==> src/rtl/core/bws_pkg.sv <==
// shared types and constants for the bus watchdog safety supervisor
package bws_pkg;

    localparam int unsigned CfgWidth  = 16;
    localparam int unsigned TickWidth = 32;

    typedef enum logic [1:0] {
        REG_TIMEOUT_LIMIT    = 2'd0,
        REG_RELEASE_DEBOUNCE = 2'd1,
        REG_BLINK_PERIOD     = 2'd2,
        REG_RETRY_INTERVAL   = 2'd3
    } cfg_index_t;

    localparam logic [CfgWidth-1:0] TimeoutLimitReset    = 16'd5000;
    localparam logic [CfgWidth-1:0] ReleaseDebounceReset = 16'd50;
    localparam logic [CfgWidth-1:0] BlinkPeriodReset     = 16'd500;
    localparam logic [CfgWidth-1:0] RetryIntervalReset   = 16'd500;

    localparam logic [1:0] RetractNone    = 2'd0;
    localparam logic [1:0] RetractSuccess = 2'd1;
    localparam logic [1:0] RetractFailure = 2'd2;

    typedef struct packed {
        logic                 tick_elapsed;
        logic                 estop_button;
        logic                 bus_frame_seen;
        logic [1:0]           retract_status;
    } item_t;

    typedef struct packed {
        logic [TickWidth-1:0] tick_count;
        logic                 stop_latched;
        logic                 timeout_flag;
        logic                 led_level;
    } timer_status_t;

    typedef struct packed {
        logic relay_on;
        logic safety_mode;
        logic request_retract;
        logic request_stop_all;
        logic request_close;
        logic at_safe_position;
    } mode_out_t;

endpackage

==> src/rtl/core/bws_timers.sv <==
// tick counter, bus silence watchdog, emergency stop debounce and led blinker
module bws_timers (
    input  logic                                 aclk,
    input  logic                                 aresetn,
    input  logic                                 step,
    input  bws_pkg::item_t                       item,
    input  logic [bws_pkg::CfgWidth-1:0]         timeout_limit,
    input  logic [bws_pkg::CfgWidth-1:0]         release_debounce,
    input  logic [bws_pkg::CfgWidth-1:0]         blink_period,
    output bws_pkg::timer_status_t               status
);

    logic [bws_pkg::TickWidth-1:0] tick_count_reg, tick_count_next;
    logic [bws_pkg::CfgWidth-1:0]  silence_count_reg, silence_count_next;
    logic                          timeout_flag_reg, timeout_flag_next;
    logic                          stop_latched_reg, stop_latched_next;
    logic [bws_pkg::TickWidth-1:0] release_mark_reg, release_mark_next;
    logic [bws_pkg::TickWidth-1:0] blink_mark_reg, blink_mark_next;
    logic                          led_level_reg, led_level_next;

    logic [bws_pkg::CfgWidth-1:0]  silence_inc;
    logic [bws_pkg::TickWidth-1:0] release_dist;
    logic [bws_pkg::TickWidth-1:0] blink_dist;

    always_comb begin
        tick_count_next    = tick_count_reg + {{(bws_pkg::TickWidth-1){1'b0}}, item.tick_elapsed};
        silence_count_next = silence_count_reg;
        timeout_flag_next  = timeout_flag_reg;
        stop_latched_next  = stop_latched_reg;
        release_mark_next  = release_mark_reg;
        blink_mark_next    = blink_mark_reg;
        led_level_next     = led_level_reg;

        silence_inc  = silence_count_reg + {{(bws_pkg::CfgWidth-1){1'b0}}, 1'b1};
        release_dist = tick_count_next - release_mark_reg;
        blink_dist   = tick_count_next - blink_mark_reg;

        if (item.tick_elapsed) begin
            if (silence_inc >= timeout_limit) begin
                silence_count_next = timeout_limit;
                timeout_flag_next  = 1'b1;
            end else begin
                silence_count_next = silence_inc;
            end
        end

        if (item.estop_button) begin
            stop_latched_next = 1'b1;
            release_mark_next = tick_count_next;
        end else if (release_dist >= {{(bws_pkg::TickWidth-bws_pkg::CfgWidth){1'b0}},
                                      release_debounce}) begin
            stop_latched_next = 1'b0;
        end

        if (stop_latched_next) begin
            if (blink_dist >= {{(bws_pkg::TickWidth-bws_pkg::CfgWidth){1'b0}},
                               blink_period}) begin
                blink_mark_next = tick_count_next;
                led_level_next  = ~led_level_reg;
            end
        end else begin
            led_level_next = 1'b1;
        end

        // frame from host clears the watchdog
        if (item.bus_frame_seen) begin
            silence_count_next = '0;
            timeout_flag_next  = 1'b0;
        end
    end

    always_ff @(posedge aclk) begin
        if (!aresetn) begin
            tick_count_reg    <= '0;
            silence_count_reg <= '0;
            timeout_flag_reg  <= 1'b0;
            stop_latched_reg  <= 1'b0;
            release_mark_reg  <= '0;
            blink_mark_reg    <= '0;
            led_level_reg     <= 1'b0;
        end else if (step) begin
            tick_count_reg    <= tick_count_next;
            silence_count_reg <= silence_count_next;
            timeout_flag_reg  <= timeout_flag_next;
            stop_latched_reg  <= stop_latched_next;
            release_mark_reg  <= release_mark_next;
            blink_mark_reg    <= blink_mark_next;
            led_level_reg     <= led_level_next;
        end
    end

    assign status.tick_count   = tick_count_next;
    assign status.stop_latched = stop_latched_next;
    assign status.timeout_flag = timeout_flag_next;
    assign status.led_level    = led_level_next;

    a_timeout_needs_silence: assert property (@(posedge aclk) disable iff (!aresetn)
        step && item.bus_frame_seen |=> !timeout_flag_reg && silence_count_reg == '0)
        else $error("frame did not clear watchdog");

    a_press_latches: assert property (@(posedge aclk) disable iff (!aresetn)
        step && item.estop_button |=> stop_latched_reg && release_mark_reg == tick_count_reg)
        else $error("button press not latched");

endmodule

==> src/rtl/core/bws_mode.sv <==
// normal and safety mode machine with relay, retract and retry control
module bws_mode (
    input  logic                          aclk,
    input  logic                          aresetn,
    input  logic                          step,
    input  bws_pkg::timer_status_t        status,
    input  logic [1:0]                    retract_status,
    input  logic [bws_pkg::CfgWidth-1:0]  retry_interval,
    output bws_pkg::mode_out_t            result
);

    typedef enum logic {
        MODE_NORMAL = 1'b0,
        MODE_SAFETY = 1'b1
    } mode_t;

    mode_t                         mode_reg, mode_next;
    logic                          relay_level_reg, relay_level_next;
    logic                          retracted_flag_reg, retracted_flag_next;
    logic [bws_pkg::TickWidth-1:0] retry_due_reg, retry_due_next;
    logic                          attempt_pending_reg, attempt_pending_next;
    logic                          controller_opened_reg, controller_opened_next;
    logic                          req_retract, req_stop, req_close;
    logic                          fault;

    always_comb begin
        mode_next              = mode_reg;
        relay_level_next       = relay_level_reg;
        retracted_flag_next    = retracted_flag_reg;
        retry_due_next         = retry_due_reg;
        attempt_pending_next   = attempt_pending_reg;
        controller_opened_next = controller_opened_reg;
        req_retract            = 1'b0;
        req_stop               = 1'b0;
        req_close              = 1'b0;
        fault                  = status.stop_latched || status.timeout_flag;

        unique case (mode_reg)
            MODE_NORMAL: begin
                if (fault) begin
                    mode_next = MODE_SAFETY;
                end
            end
            MODE_SAFETY: begin
                if (!relay_level_reg) begin
                    relay_level_next    = 1'b1;
                    retracted_flag_next = 1'b0;
                    retry_due_next      = '0;
                end
                if (!fault) begin
                    // recovery: stop axes and close controller if it was opened, drop relay
                    req_stop               = controller_opened_reg;
                    req_close              = controller_opened_reg;
                    controller_opened_next = 1'b0;
                    retracted_flag_next    = 1'b0;
                    retry_due_next         = '0;
                    attempt_pending_next   = 1'b0;
                    relay_level_next       = 1'b0;
                    mode_next              = MODE_NORMAL;
                end else if (!retracted_flag_next) begin
                    if (attempt_pending_reg) begin
                        if (retract_status == bws_pkg::RetractSuccess) begin
                            retracted_flag_next  = 1'b1;
                            attempt_pending_next = 1'b0;
                        end else if (retract_status == bws_pkg::RetractFailure) begin
                            attempt_pending_next = 1'b0;
                            req_stop             = controller_opened_reg;
                            retry_due_next       = status.tick_count
                                + {{(bws_pkg::TickWidth-bws_pkg::CfgWidth){1'b0}},
                                   retry_interval};
                        end
                    end else if (status.tick_count >= retry_due_next) begin
                        req_retract            = 1'b1;
                        controller_opened_next = 1'b1;
                        attempt_pending_next   = 1'b1;
                    end
                end
            end
            default: begin
                mode_next = MODE_NORMAL;
            end
        endcase
    end

    always_ff @(posedge aclk) begin
        if (!aresetn) begin
            mode_reg              <= MODE_NORMAL;
            relay_level_reg       <= 1'b0;
            retracted_flag_reg    <= 1'b0;
            retry_due_reg         <= '0;
            attempt_pending_reg   <= 1'b0;
            controller_opened_reg <= 1'b0;
        end else if (step) begin
            mode_reg              <= mode_next;
            relay_level_reg       <= relay_level_next;
            retracted_flag_reg    <= retracted_flag_next;
            retry_due_reg         <= retry_due_next;
            attempt_pending_reg   <= attempt_pending_next;
            controller_opened_reg <= controller_opened_next;
        end
    end

    assign result.relay_on         = relay_level_next;
    assign result.safety_mode      = (mode_next == MODE_SAFETY);
    assign result.request_retract  = req_retract;
    assign result.request_stop_all = req_stop;
    assign result.request_close    = req_close;
    assign result.at_safe_position = retracted_flag_next;

    a_relay_only_in_safety: assert property (@(posedge aclk) disable iff (!aresetn)
        relay_level_reg |-> mode_reg == MODE_SAFETY)
        else $error("relay energized outside safety mode");

    a_close_with_stop: assert property (@(posedge aclk) disable iff (!aresetn)
        step && req_close |-> req_stop && !req_retract)
        else $error("close request without stop");

    a_attempt_opens: assert property (@(posedge aclk) disable iff (!aresetn)
        $rose(attempt_pending_reg) |-> controller_opened_reg && $past(req_retract))
        else $error("attempt started without retract request");

endmodule

==> src/rtl/core/bus_watchdog_safety_supervisor.sv <==
// top level of the bus watchdog safety supervisor with stream handshakes
//
//  channel   | direction | tdata fields, lowest bit first
//  s_axis    | in        | tick_elapsed, estop_button, bus_frame_seen, retract_status[1:0]
//  m_axis    | out       | relay_on, led_on, safety_mode, estop_active, bus_timeout,
//            |           | request_retract, request_stop_all, request_close, at_safe_position
//  cfg       | in        | write only, index 0..3, 16-bit data
//
//  one transaction per cycle sustained while m_tready stays high; a result is offered once its
//  input has passed the input register, then the result register fed by the timer and mode logic
//  reset clears all supervisor state and loads register defaults 5000, 50, 500, 500
//  while m_tready is low the result holds, one more input is held, then s_tready drops
module bus_watchdog_safety_supervisor (
    input  logic        aclk,
    input  logic        aresetn,
    input  logic        s_tvalid,
    output logic        s_tready,
    input  logic [7:0]  s_tdata,   // tick_elapsed, estop_button, bus_frame_seen, retract_status
    output logic        m_tvalid,
    input  logic        m_tready,
    output logic [15:0] m_tdata,   // relay_on, led_on, safety_mode, estop_active, bus_timeout,
                                   // request_retract, request_stop_all, request_close,
                                   // at_safe_position
    input  logic        cfg_we,
    input  logic [1:0]  cfg_addr,
    input  logic [15:0] cfg_wdata
);

    logic [bws_pkg::CfgWidth-1:0] timeout_limit_reg;
    logic [bws_pkg::CfgWidth-1:0] release_debounce_reg;
    logic [bws_pkg::CfgWidth-1:0] blink_period_reg;
    logic [bws_pkg::CfgWidth-1:0] retry_interval_reg;

    logic                   in_valid_reg;
    bws_pkg::item_t         in_item_reg;
    logic                   m_valid_reg;
    logic [8:0]             m_data_reg;

    logic                   slot_free;
    logic                   step;
    bws_pkg::timer_status_t timer_status;
    bws_pkg::mode_out_t     mode_result;
    logic [8:0]             result_bits;

    always_ff @(posedge aclk) begin
        if (!aresetn) begin
            timeout_limit_reg    <= bws_pkg::TimeoutLimitReset;
            release_debounce_reg <= bws_pkg::ReleaseDebounceReset;
            blink_period_reg     <= bws_pkg::BlinkPeriodReset;
            retry_interval_reg   <= bws_pkg::RetryIntervalReset;
        end else if (cfg_we) begin
            unique case (bws_pkg::cfg_index_t'(cfg_addr))
                bws_pkg::REG_TIMEOUT_LIMIT:    timeout_limit_reg    <= cfg_wdata;
                bws_pkg::REG_RELEASE_DEBOUNCE: release_debounce_reg <= cfg_wdata;
                bws_pkg::REG_BLINK_PERIOD:     blink_period_reg     <= cfg_wdata;
                bws_pkg::REG_RETRY_INTERVAL:   retry_interval_reg   <= cfg_wdata;
                default:                       timeout_limit_reg    <= timeout_limit_reg;
            endcase
        end
    end

    assign slot_free = !m_valid_reg || m_tready;
    assign step      = in_valid_reg && slot_free;
    assign s_tready  = !in_valid_reg || slot_free;

    always_ff @(posedge aclk) begin
        if (!aresetn) begin
            in_valid_reg <= 1'b0;
            m_valid_reg  <= 1'b0;
        end else begin
            if (s_tready) begin
                in_valid_reg <= s_tvalid;
            end
            if (step) begin
                m_valid_reg <= 1'b1;
            end else if (m_tready) begin
                m_valid_reg <= 1'b0;
            end
        end
    end

    always_ff @(posedge aclk) begin
        if (s_tvalid && s_tready) begin
            in_item_reg.tick_elapsed   <= s_tdata[0];
            in_item_reg.estop_button   <= s_tdata[1];
            in_item_reg.bus_frame_seen <= s_tdata[2];
            in_item_reg.retract_status <= s_tdata[4:3];
        end
        if (step) begin
            m_data_reg <= result_bits;
        end
    end

    bws_timers u_timers (
        .aclk             (aclk),
        .aresetn          (aresetn),
        .step             (step),
        .item             (in_item_reg),
        .timeout_limit    (timeout_limit_reg),
        .release_debounce (release_debounce_reg),
        .blink_period     (blink_period_reg),
        .status           (timer_status)
    );

    bws_mode u_mode (
        .aclk           (aclk),
        .aresetn        (aresetn),
        .step           (step),
        .status         (timer_status),
        .retract_status (in_item_reg.retract_status),
        .retry_interval (retry_interval_reg),
        .result         (mode_result)
    );

    assign result_bits = {mode_result.at_safe_position,
                          mode_result.request_close,
                          mode_result.request_stop_all,
                          mode_result.request_retract,
                          timer_status.timeout_flag,
                          timer_status.stop_latched,
                          mode_result.safety_mode,
                          timer_status.led_level,
                          mode_result.relay_on};

    assign m_tvalid = m_valid_reg;
    assign m_tdata  = {7'b0, m_data_reg};

    a_no_drop: assert property (@(posedge aclk) disable iff (!aresetn)
        in_valid_reg && !slot_free |=> in_valid_reg && $stable(in_item_reg))
        else $error("held input lost while output stalled");

    a_step_fills_output: assert property (@(posedge aclk) disable iff (!aresetn)
        step |=> m_valid_reg)
        else $error("processed input produced no result");

    a_ready_when_free: assert property (@(posedge aclk) disable iff (!aresetn)
        !in_valid_reg |-> s_tready)
        else $error("input refused with empty input stage");

endmodule

==> config.mk <==
export PLATFORM = sky130hd
export DESIGN_NAME = bus_watchdog_safety_supervisor
export DESIGN_NICKNAME = d
export VERILOG_FILES = /design/src/rtl/core/bws_pkg.sv /design/src/rtl/core/bws_timers.sv /design/src/rtl/core/bws_mode.sv /design/src/rtl/core/bus_watchdog_safety_supervisor.sv
export SDC_FILE = /design/constraint.sdc
export NUM_CORES = 1
export LEC_CHECK = 0
export BUFFER_PORTS_ARGS = -buffer_cell sky130_fd_sc_hd__buf_2
export CAP_MARGIN = 20
export CELL_PAD_IN_SITES_DETAIL_PLACEMENT = 1
export CELL_PAD_IN_SITES_GLOBAL_PLACEMENT = 1
export CORE_MARGIN = 8
export CORE_UTILIZATION = 52
export CTS_CLUSTER_SIZE = 30
export DETAILED_ROUTE_END_ITERATION = 7
export PLACE_DENSITY_LB_ADDON = 0.1
export SLEW_MARGIN = 40
export SYNTH_ARGS = -nofsm -noshare
export SYNTH_HDL_FRONTEND = slang
export SYNTH_HIERARCHICAL = 1
export SYNTH_SLANG_ARGS = --single-unit
export TNS_END_PERCENT = 10
==> constraint.sdc <==
create_clock -name aclk -period 12 [get_ports aclk]
set_clock_uncertainty 0.15 [all_clocks]
set_input_delay 1.8 -clock aclk [delete_from_list [all_inputs] [get_ports aclk]]
set_output_delay 1.8 -clock aclk [all_outputs]
set_load 0.05 [all_outputs]
# == Yosys cells after proc, flatten, opt, wreduce, memory -nomap -nowiden ==
# Index checks and enable logic that the tools add are counted.
# op_classes
reduce_logical,22
addsub,5
magnitude_cmp,4
bitwise_logic,3
n_mux,43
n_eq_ne,8
# ops
operator,n
32-bit two-way mux,7
32-bit by 16-bit greater-or-equal comparator with 1-bit output,2
32-bit subtractor,2
16-bit two-way mux,3
1-bit two-way mux,33
32-bit by 1-bit adder with 32-bit output,1
32-bit by 16-bit adder with 32-bit output,1
32-bit greater-or-equal comparator,1
16-bit by 1-bit adder with 16-bit output (second input constant),1
16-bit greater-or-equal comparator,1
2-bit AND reduction,7
2-bit equality test (second input constant),3
2-bit inequality test (second input constant),3
3-bit AND reduction,2
5-bit AND reduction,1
2-bit by 1-bit equality test with 1-bit output (second input constant),2
2-bit nonzero test,2
4-bit OR reduction,1
1-bit logical OR,3
1-bit NOT,3
1-bit logical AND,2
1-bit logical NOT,2
2-bit logical NOT,1
2-bit OR reduction,1
# word_totals
wordCells,112
register_bits,232
in_bits,31
out_inout_bits,18

# == Depth between registers and ports, before layout ==
# Gate-level depths: netlist of run 1.
# logic_depth
depth_word,8
mapped_depth,32
ltp_nobuf,29

# == By module ==
# The synthesis of run 1 kept the hierarchy.
# by_module_without_submodules
module,area_each_um2,cells_per_inst,n_inst,seq_area_each_um2
bws_timers,11165.7,1515,1,2302.2
bws_mode,3460.8,442,1,740.7
bus_watchdog_safety_supervisor,3067.9,274,1,1741.7

# == Worst setup path before layout of run 1 ==
# OpenSTA, ideal clock, no wires.
# synth_path
kind,register -> register
startpoint,register in_item_reg[4] in the netlist's numbering
endpoint,register u_mode/retry_due_reg[20] in the netlist's numbering
arrival_time_ns,6.810
period_less_slack_ns,7.029
slack_ns,4.971
required_ns,11.781
setup_ns,0.069
n_path_buf,4
stages_incl_launch_ff,31
path_cell_list,edfxtp_1 ha_1 ha_1 nand3_1 nor4_1 and3_1 clkbuf_1 and3_1 and3_1 and3_1 clkbuf_1 xor2_1 ha_1 a21oi_1 nor2b_1 or3_4 mux2_4 or2_2 a2111o_1 nor4_1 a31oi_1 inv_1 buf_4 nor2_1 inv_1 nand2_1 o21ai_0 and2_1 clkbuf_1 nand2_1 o21ai_1
# synth_rtl
element,line,rtl
"start, declared",bus_watchdog_safety_supervisor.sv:35,bws_pkg::item_t in_item_reg;
"end signal, assigned",bws_mode.sv:97,retry_due_reg <= retry_due_next;
"end, declared",bws_mode.sv:20,"logic [bws_pkg::TickWidth-1:0] retry_due_reg, retry_due_next;"

==> results of run 1 <==
[power by group through the flow]
| stage | clock, mW | combinational (mW) | sequential [mW] |
|---|---|---|---|
| 2_1_floorplan | 0 | 0.225 | 0.826 |
| 3_5_place_dp | 0 | 0.301 | 0.825 |
| 4_1_cts | 0.890 | 0.306 | 0.808 |
| 6_report | 0.866 | 0.309 | 0.808 |
| 3_3_place_gp | 0 | 0.291 | 0.824 |
| 5_1_grt | 0.917 | 0.336 | 0.810 |
[layout make-up]
cell class	count	area (um^2)	share of cell area (%)
Inverter	150	563	2.95
Sequential cell	232	4780	25.1
Tap cell	448	561	2.94
Clock inverter	9	116	0.609
Clock buffer	42	823	4.31
Multi-Input combinational cell	1732	11800	61.6
Timing Repair Buffer	74	477	2.50
[synth_stat cells, types with 12 or more instances]
cell and count:
a21oi_1 113, ha_1 163, a211oi_1 20, o21a_1 23, edfxtp_1 14, nand2b_1 19
nor2_1 137, inv_1 150, nor4_1 14, xnor2_1 97, o21ai_1 15, nand4_1 38
nand2_1 321, and2_1 43, o22ai_1 12, dfxtp_1 218, nor2b_1 56, clkbuf_1 85
mux2i_1 107, a21o_1 36, nand3_1 58, buf_4 18, a31oi_1 22, xor2_1 43
nor3b_1 35, and3_1 24, o21ai_0 105, o211ai_1 16, nor3_1 31
[final timing paths]
kind                                 start                        to  slack [ns]  cells after the start
hold / removal    u_mode/retry_due_reg[20]  u_mode/retry_due_reg[20]        0.30                      2
hold reg to reg   u_mode/retry_due_reg[20]  u_mode/retry_due_reg[20]        0.30                      2
setup reg to reg            in_item_reg[4]   u_mode/retry_due_reg[8]        3.30                     23
setup / recovery            in_item_reg[4]   u_mode/retry_due_reg[8]        3.30                     23
[stage by stage]
stage	hold slack (ns)	power (mW)	instance area, um^2
floorplan	0.275	1.05	17700
global placement	0.285	1.12	18100
detailed placement	0.291	1.13	18100
CTS	0.299	2.00	19100
global route	0.324	2.06	19100
finish	0.303	1.98	19100
[cell families (layout without fill, tap and decap cells)]
logic type / count (synthesis) / in the layout / share of synthesized area [%]
simple gates: 844 / 844 / 23.7
fa+ha+maj: 166 / 166 / 11.9
other cells: 1 / 7 / 0.0212
xor+xnor: 141 / 141 / 7.06
buf+inv: 273 / 275 / 6.75
flops: 232 / 232 / 27.0
compound gates: 465 / 465 / 17.4
mux: 109 / 109 / 6.20
[routing by layer]
| metal | track usage (%) | vias up | wire length [um] |
|---|---|---|---|
| met1 | 33.0 | 7932 | 24400 |
| li1 | - | 7765 | - |
| met4 | 8.99 | 0 | 1820 |
| met5 | 0 | - | 0 |
| met2 | 46.3 | 295 | 26600 |
| met3 | 2.45 | 109 | 1810 |
[worst min-delay path, cell delays in order, from the launching register on]
cell and delay, ns:
dfxtp_1 0.31, nand2_1 0.05, o21ai_1 0.05
==> key figures, run 1 <==
STA
  – Max Fclk: 115 MHz
  – Worst slew pin tran: 0.956 ns
  – Max_slew headroom: 35.6%
  – Final hold vios: 0
  – Post-route minimum period: 8.70 ns
  – RSZ-0062 raised after global routing: false
  – Slew Limit Fails: 0
  – Setup violators final: 0
  – Fin crit share: 72.5%
  – Setup TNS: 0 ns
  – Setup WS post-layout: 3.30 ns

Clock network
  – CTS H-tree depth: 1
  – Worst-path clk slew: 0.06 ns
  – TritonCTS sink count: 232
  – CTS Buffer Depth: 3
  – Post-CTS Hold Buffers: 0
  – Worst-Skew Late Latency: 0.56 ns
  – Cts bufs inserted: 28
  – # resized after CTS: 0
  – TritonCTS clock tree: yes
  – Root Driver: clkbuf_16
  – Post-CTS Setup Bufs: 0

Worst setup path
  – Max incr delay on CP: 0.74 ns
  – Crit-path slowest cell: nor3_2
  – Top cell family by delay on the critical path: simple AND/OR/NAND/NOR gates
  – Startpoint types: flop
  – Crit path buf inv count: 1
  – Critical Path RT: 12.31 ns
  – Critical path, cell by cell: ha_1, ha_1, nand3_1, nor4_1, and3_1, and3_1, and3_1, and3_1, xor2_2, ha_1, a21oi_1, nor2b_1, or3_4, mux2_4, or2_2, a2111o_1, nor4_1, a31oi_1, inv_1, nor2_1, nor3_2, nand2_1, o21ai_0
  – Critical Path AT: 9.00 ns
  – Crit Path Class: flop to flop
  – CP Max Fanout: 21
  – CP dominant cell by count: and3_1
  – CP endpoint kind: flop

Synth
  – Seq/Total Area, Yosys: 27.0%
  – Synth area leaders: dfxtp_1, ha_1, nand2_1
  – Share of flip-flops with an asynchronous set or reset: 0%
  – Synth unique cells: 95
  – Number of synthesized flops with an enable pin: 14
  – Avg Synthesized Cell Area: 7.93 um^2
  – Seq cells post-synth: 232
  – Synth Flop Type: dfxtp_1
  – Synthesis Warnings: 6
  – Yosys top cell by area: dfxtp_1
  – Share of the synthesized area in the top cell type: 24.7%
  – Synth Instances: 2,231
  – Mapped cell area: 17,700 um^2

Drt
  – DR DRC count: 0
  – Wire per inst: 20.3 um
  – Drt total wl: 54,700 um
  – Antenna-violating nets left: 0
  – Initial DRC count: 745
  – Vias after detailed routing: 16,100
  – Drt pass-1 iters: 7
  – Via-to-Cell Ratio: 5.99

GRT
  – Global-route wire length before repair: 88,400 um
  – Number of global-route vias before repair: 16,900
  – Gr usage total: 26.2%
  – Pin count of the biggest net entering global routing: 144
  – Remaining Overflow, GRT: 0
  – Initial antenna violation count: 0

Cells and area
  – Area Growth Syn to Fin: 7.93%
  – Fin nets: 2,415
  – Ant diodes: 0
  – Share of cells above drive strength 1: 7.41%
  – Fillers: 4,180
  – Most frequent cells in the layout: nand2_1, dfxtp_1, ha_1
  – Fin cells: 2,687
  – Post-route core utilization: 57.0%
  – Commonest non-fill, non-tap cell in the layout: nand2_1

Power
  – Combinational share of power: 15.6%
  – Clk pwr share: 43.7%
  – Reg power frac: 40.7%
  – Internal: 1.43 mW
  – P_leak: 8.22 nW
  – Net Sw Power: 0.558 mW
  – Pwr Density: 104 nW/um^2
  – Net Sw Frac: 28.1%
  – Maximum VDD drop: 124 uV

Placed design
  – Dpl hpwl: 40,800 um
  – Final Wtd Congestion: 0.929
  – IO Port Bufs: 38
  – Placed cells: 2,635
  – Place WS: 3.31 ns

Die
  – CORE AREA: 33,500 um^2
  – # IOs: 49
  – Starting density of the core: 52.8%
  – Row cnt: 67
  – Die width: 200 um
  – DIE AREA: 40,200 um^2
  – Die H: 200 um

Flow run
  – MaxCap Viol Count: 0

Outcome
  – Status: complete, no violations

Min path
  – Hold Path Class: flop to flop
(Power assumes the default switching activity.)
==> inputs of run 2 (changes only) <==
- CORE_UTILIZATION: 52 -> 48
- clock period: 12 -> 8.74 ns (I/O delays scaled with it)
==> key figures, run 2 (synthesis results as in run 1) <==
Drt
  – Initial DRC count: 850 (+14%)
  – DR DRC count: 0 (unchanged)
  – Via-to-Cell Ratio: 5.96 (-0.56%)
  – Drt pass-1 iters: 5 (-2)
  – Vias after detailed routing: 16,200 (+0.55%)
  – Antenna-violating nets left: 0 (unchanged)
  – Wire per inst: 21.0 um (+3.4%)
  – Drt total wl: 57,200 um (+4.6%)

Worst setup path
  – Startpoint types: flop
  – R2R depth: 28 (+22%)
  – Crit path buf inv count: 4 (+3)
  – Reg2reg end: u_mode/retry_due_reg[30]
  – Critical Path AT: 8.30 ns (-0.70 ns)
  – Crit Path Class: flop to flop
  – CP dominant cell by count: and3_1
  – CP Max Fanout: 21 (unchanged)
  – Reg2reg setup slack: 0.76 ns (-2.54 ns)
  – CP endpoint kind: flop
  – Crit-path slowest cell: nor4_1
  – R2r startpoint: in_item_reg[4]
  – Max incr delay on CP: 0.65 ns (-0.09 ns)
  – Critical Path RT: 9.06 ns (-3.25 ns)
  – Top cell family by delay on the critical path: simple AND/OR/NAND/NOR gates

GRT
  – Most Used Layer, Global Route: met2
  – Met2 Resource Use GR: 44.9% (-1.4 points)
  – Remaining Overflow, GRT: 0 (unchanged)
  – Number of global-route vias before repair: 16,800 (-0.68%)
  – Met1 Resource Use GR: 31.6% (-1.3 points)
  – Global-route wire length before repair: 90,400 um (+2.3%)
  – Initial antenna violation count: 1 (+1)
  – Gr usage total: 25.6% (-0.64 points)
  – Pin count of the biggest net entering global routing: 138 (-4.2%)
  – Met3 usage: 3.83% (+1.4 points)

Power
  – P_leak: 8.27 nW (+0.65%)
  – Maximum VDD drop: 135 uV (+9.1%)
  – Internal: 2.02 mW (+42%)
  – Pwr Density: 146 nW/um^2 (+41%)
  – Combinational share of power: 15.2% (-0.4 points)
  – Net Sw Power: 0.783 mW (+40%)
  – Net Sw Frac: 27.9% (-0.21 points)
  – Reg power frac: 39.6% (-1.1 points)
  – Clk pwr share: 45.3% (+1.6 points)

STA
  – RSZ-0062 raised after global routing: false
  – Setup TNS: 0 ns (unchanged)
  – Max_slew headroom: 47.1% (+11 points)
  – Final hold vios: 0 (unchanged)
  – Setup violators final: 0 (unchanged)
  – Max Fclk: 125 MHz (+9.0%)
  – Post-route minimum period: 7.98 ns (-0.720 ns)
  – Worst slew pin tran: 0.788 ns (-0.168 ns)
  – Fin crit share: 91.3% (+19 points)
  – Slew Limit Fails: 0 (unchanged)

Die
  – # IOs: 49 (unchanged)
  – Row cnt: 70 (+4.5%)
  – DIE AREA: 43,300 um^2 (+7.7%)
  – Die width: 208 um (+3.8%)
  – CORE AREA: 36,400 um^2 (+8.7%)
  – Die H: 208 um (+3.8%)
  – Starting density of the core: 48.6% (-4.2 points)

Placed design
  – Final Wtd Congestion: 0.912 (-1.8%)
  – Dpl hpwl: 43,300 um (+6.0%)
  – IO Port Bufs: 38 (unchanged)
  – Placed cells: 2,662 (+1.0%)
  – Post-DP Area: 18,200 um^2 (+0.38%)

Cells and area
  – Fin cells: 2,717 (+1.1%)
  – Cell area after layout: 19,200 um^2 (+0.58%)
  – Area occupied by multi-input gates: 11,700 um^2 (-0.22%)
  – Area Growth Syn to Fin: 8.55%
  – Fin nets: 2,422 (+0.29%)
  – Storage element area: 4780 um^2 (unchanged)
  – Fillers: 4,471 (+7.0%)
  – Share of cells above drive strength 1: 7.57% (+0.15 points)
  – Commonest non-fill, non-tap cell in the layout: nand2_1
  – Post-route core utilization: 52.7% (-4.2 points)
  – Most frequent cells in the layout: nand2_1, dfxtp_1, ha_1

Clock network
  – CTS Buffer Depth: 3 (unchanged)
  – Post-CTS Hold Buffers: 0 (unchanged)
  – Cts bufs inserted: 29 (+3.6%)
  – Worst-path clk slew: 0.06 ns (about the same)
  – Root Driver: clkbuf_16
  – Post-CTS Setup Bufs: 0 (unchanged)
  – TritonCTS sink count: 232 (unchanged)
  – # resized after CTS: 0 (unchanged)
  – Worst-Skew Late Latency: 0.57 ns (about the same)
  – CTS H-tree depth: 1 (unchanged)
  – TritonCTS clock tree: yes

Min path
  – Hold Path Class: flop to flop
  – Hold depth: 2 (unchanged)
  – Hold EP: u_mode/retry_due_reg[31]
  – Hold path start: u_mode/retry_due_reg[31]

Outcome
  – Status: complete, no violations

Flow run
  – MaxCap Viol Count: 0 (unchanged)
## run 2: cell count changes in the layout (fill, tap and decap cells not counted), sizes merged
cell    delta
diode      +2
bufinv     +3
clkbuf     -7
clkinv     +5
buf        +7
## run 2: how the worst max path moves through the flow
stage,startpoint,endpoint,slack (ns),cells after the start
6_report,in_item_reg[4],u_mode/retry_due_reg[30],0.76,28
5_1_grt,in_item_reg[4],u_mode/retry_due_reg[31],0.19,31
4_1_cts,in_item_reg[4],u_mode/retry_due_reg[30],0.79,30
3_5_place_dp,in_item_reg[4],u_mode/retry_due_reg[30],0.91,30
3_3_place_gp,in_item_reg[4],u_mode/retry_due_reg[29],1.01,30
2_1_floorplan,in_item_reg[4],u_mode/retry_due_reg[26],1.71,30
## run 2: metrics by stage
| stage | hold slack, ns | total power [mW] | worst slack [ns] |
|---|---|---|---|
| 6_report | 0.302 | 2.81 | 0.763 |
| 4_1_cts | 0.301 | 2.83 | 0.786 |
| 5_1_grt | 0.321 | 2.91 | 0.190 |
| 3_5_place_dp | 0.293 | 1.55 | 0.906 |
| 2_1_floorplan | 0.275 | 1.44 | 1.71 |
| 3_3_place_gp | 0.289 | 1.54 | 1.01 |
## run 2: worst register-to-register path, delay by kind of cell, from the launching register on
family,cells,cell delay [ns]
DFF,1,0.43
buffers and inverters,4,0.93
AOI/OAI and AO/OA,5,1.11
and+or+nand+nor,14,3.63
xor gates and xnor gates,1,0.39
adders and majority gates,3,0.94
muxes,1,0.31
## run 2: cell type report
type / instances / area share (%)
clock inverter: 17 / 1.14
timing repair buffer: 80 / 2.77
tap: 468 / 3.05
clock buffer: 36 / 4.02
multi-input combinational: 1732 / 61.2
sequential: 232 / 24.9
inverter: 150 / 2.93
antenna: 2 / 0.0261
## run 2: power groups by stage
stage                     Combinational, mW  Sequential [mW]  Clock [mW]
final                                 0.426             1.11        1.27
after global routing                  0.465             1.11        1.33
after CTS                             0.422             1.11        1.29
after detailed placement              0.418             1.13           0
after global placement                0.403             1.13           0
after floorplan                       0.308             1.13           0
## run 2: layer usage
layer / share of wire (%) / vias up
li1: - / 7788
met5: 0 / -
met2: 48 / 297
met4: 3.2 / 0
met1: 45 / 7997
met3: 4.5 / 107
==> inputs of run 3 (changes only) <==
- ABC_CLOCK_PERIOD_IN_PS: default -> 9200
- CORE_ASPECT_RATIO: default -> 0.8
- CORE_UTILIZATION: 48 -> 52
- clock period: 8.74 -> 9.2 ns (I/O delays scaled with it)
==> key figures, run 3 (synthesis results as in run 1) <==
Die
  – Die width: 222 um (+6.8%)
  – # IOs: 49 (unchanged)
  – Row cnt: 60 (-14%)
  – Die H: 181 um (-13%)
  – DIE AREA: 40,200 um^2 (-7.0%)
  – CORE AREA: 33,600 um^2 (-7.9%)
  – Starting density of the core: 52.7% (+4.2 points)

STA
  – Max_slew headroom: 39.2% (-7.8 points)
  – Worst slew pin tran: 0.912 ns (+0.124 ns)
  – Slew Limit Fails: 0 (unchanged)
  – Setup TNS: 0 ns (unchanged)
  – Max Fclk: 121 MHz (-3.4%)
  – Setup WS post-layout: 0.943 ns (+0.180 ns)
  – Final hold vios: 0 (unchanged)
  – RSZ-0062 raised after global routing: false
  – Hold slack: 0.299 ns (-0.00300 ns)
  – Fin crit share: 89.8% (-1.5 points)
  – Setup violators final: 0 (unchanged)
  – Post-route minimum period: 8.26 ns (+0.280 ns)

Clock network
  – Post-CTS Setup Bufs: 0 (unchanged)
  – CTS H-tree depth: 1 (unchanged)
  – Root Driver: clkbuf_16
  – Worst-path clk slew: 0.06 ns (about the same)
  – CTS Buffer Depth: 3 (unchanged)
  – TritonCTS sink count: 232 (unchanged)
  – Post-CTS Hold Buffers: 0 (unchanged)
  – TritonCTS clock tree: yes
  – Cts bufs inserted: 27 (-6.9%)
  – # resized after CTS: 0 (unchanged)
  – Worst-Skew Late Latency: 0.55 ns (-0.02 ns)

Placed design
  – Dpl hpwl: 42,600 um (-1.6%)
  – Place WS: 0.950 ns (+0.0445 ns)
  – Final Wtd Congestion: 0.898 (-1.6%)
  – Placed cells: 2,627 (-1.3%)
  – IO Port Bufs: 38 (unchanged)

Drt
  – Initial DRC count: 1,149 (+35%)
  – Wire per inst: 20.8 um (-1.4%)
  – Antenna-violating nets left: 0 (unchanged)
  – DR DRC count: 0 (unchanged)
  – Via-to-Cell Ratio: 6.05 (+1.5%)
  – Drt total wl: 55,500 um (-2.9%)
  – Drt pass-1 iters: 5 (unchanged)
  – Vias after detailed routing: 16,200 (-0.056%)

Cells and area
  – Most frequent cells in the layout: nand2_1, dfxtp_1, ha_1
  – Area Growth Syn to Fin: 7.08%
  – Fin nets: 2,419 (-0.12%)
  – Ant diodes: 0 (-2)
  – Share of cells above drive strength 1: 7.18% (-0.38 points)
  – Commonest non-fill, non-tap cell in the layout: nand2_1
  – Fin cells: 2,676 (-1.5%)

Power
  – Tot Pwr: 2.46 mW (-12%)
  – Pwr Density: 130 nW/um^2 (-11%)
  – P_leak: 8.17 nW (-1.2%)
  – Maximum VDD drop: 135 uV (+0.32%)

GRT
  – Pin count of the biggest net entering global routing: 105 (-24%)
  – Global-route wire length before repair: 88,400 um (-2.2%)
  – Number of global-route vias before repair: 16,500 (-1.9%)
  – Gr usage total: 26.7% (+1.1 points)
  – Remaining Overflow, GRT: 0 (unchanged)
  – Initial antenna violation count: 0 (-1)

Worst setup path
  – CP dominant cell by count: ha_1
  – Max incr delay on CP: 0.67 ns (+0.02 ns)
  – Critical Path AT: 8.56 ns (+0.26 ns)
  – Top cell family by delay on the critical path: simple AND/OR/NAND/NOR gates
  – Crit Path Class: flop to flop
  – Crit path buf inv count: 3 (-1)
  – Startpoint types: flop
  – CP Max Fanout: 21 (unchanged)
  – CP endpoint kind: flop
  – Critical Path RT: 9.51 ns (+0.45 ns)
  – Crit-path slowest cell: nor4_1
  – Reg2reg setup slack: 0.94 ns (+0.18 ns)

Min path
  – Hold Path Class: flop to flop

Outcome
  – Status: complete, no violations

Flow run
  – MaxCap Viol Count: 0 (unchanged)
-- run 3: cell types whose count changed in the layout (fill, tap and decap cells not counted), moves of 2 or more --
cell,previous run,this run
bufinv_16,5,0
clkinv_2,8,6
diode_2,2,0
clkbuf_16,29,27
clkinv_1,1,5
-- run 3: report_power, final --
group / switching [mW] / internal (mW) / total (mW)
clock: 0.449 / 0.555 / 1.00
sequential: 0.0167 / 1.04 / 1.06
combinational: 0.252 / 0.148 / 0.400
-- run 3: worst reg2reg max path, delay by kind of cell, from the launching register on --
family                     cells  cell delay [ns]
and+or+nand+nor               12             2.77
AOI/OAI and AO/OA              8             2.32
adders and majority gates      4             1.12
buffers and inverters          3             0.81
xor gates and xnor gates       2             0.59
DFF                            1             0.41
-- run 3: final timing paths --
kind,cells past startpoint,from,to
setup / recovery,29,in_item_reg[4],u_mode/retry_due_reg[16]
hold / removal,2,u_mode/retry_due_reg[31],u_mode/retry_due_reg[31]
setup reg to reg,29,in_item_reg[4],u_mode/retry_due_reg[16]
hold reg to reg,2,u_mode/retry_due_reg[31],u_mode/retry_due_reg[31]
-- run 3: cell type report --
type	instances	area [um^2]
well taps	434	543
multi-input cells	1732	11700
inverters	150	563
clock buffers	35	726
repair buffers	79	508
flip-flops and latches	232	4780
fillers	4196	14600
clock inverters	14	73.8
-- run 3: metrics by stage --
step | area (um^2) | utilization (%)
finish | 18900 | 56.5
global route | 18900 | 56.5
CTS | 18900 | 56.5
detailed placement | 18100 | 54.1
global placement | 18100 | 54.1
floorplan | 17700 | -
-- run 3: metal layers --
layer	vias up	part of all wire [%]	global-route usage, %
li1	7774	-	-
met1	8005	50	38.3
met5	-	0	0
met3	87	4.2	3.37
met2	314	43	41.7
met4	0	2.5	7.12
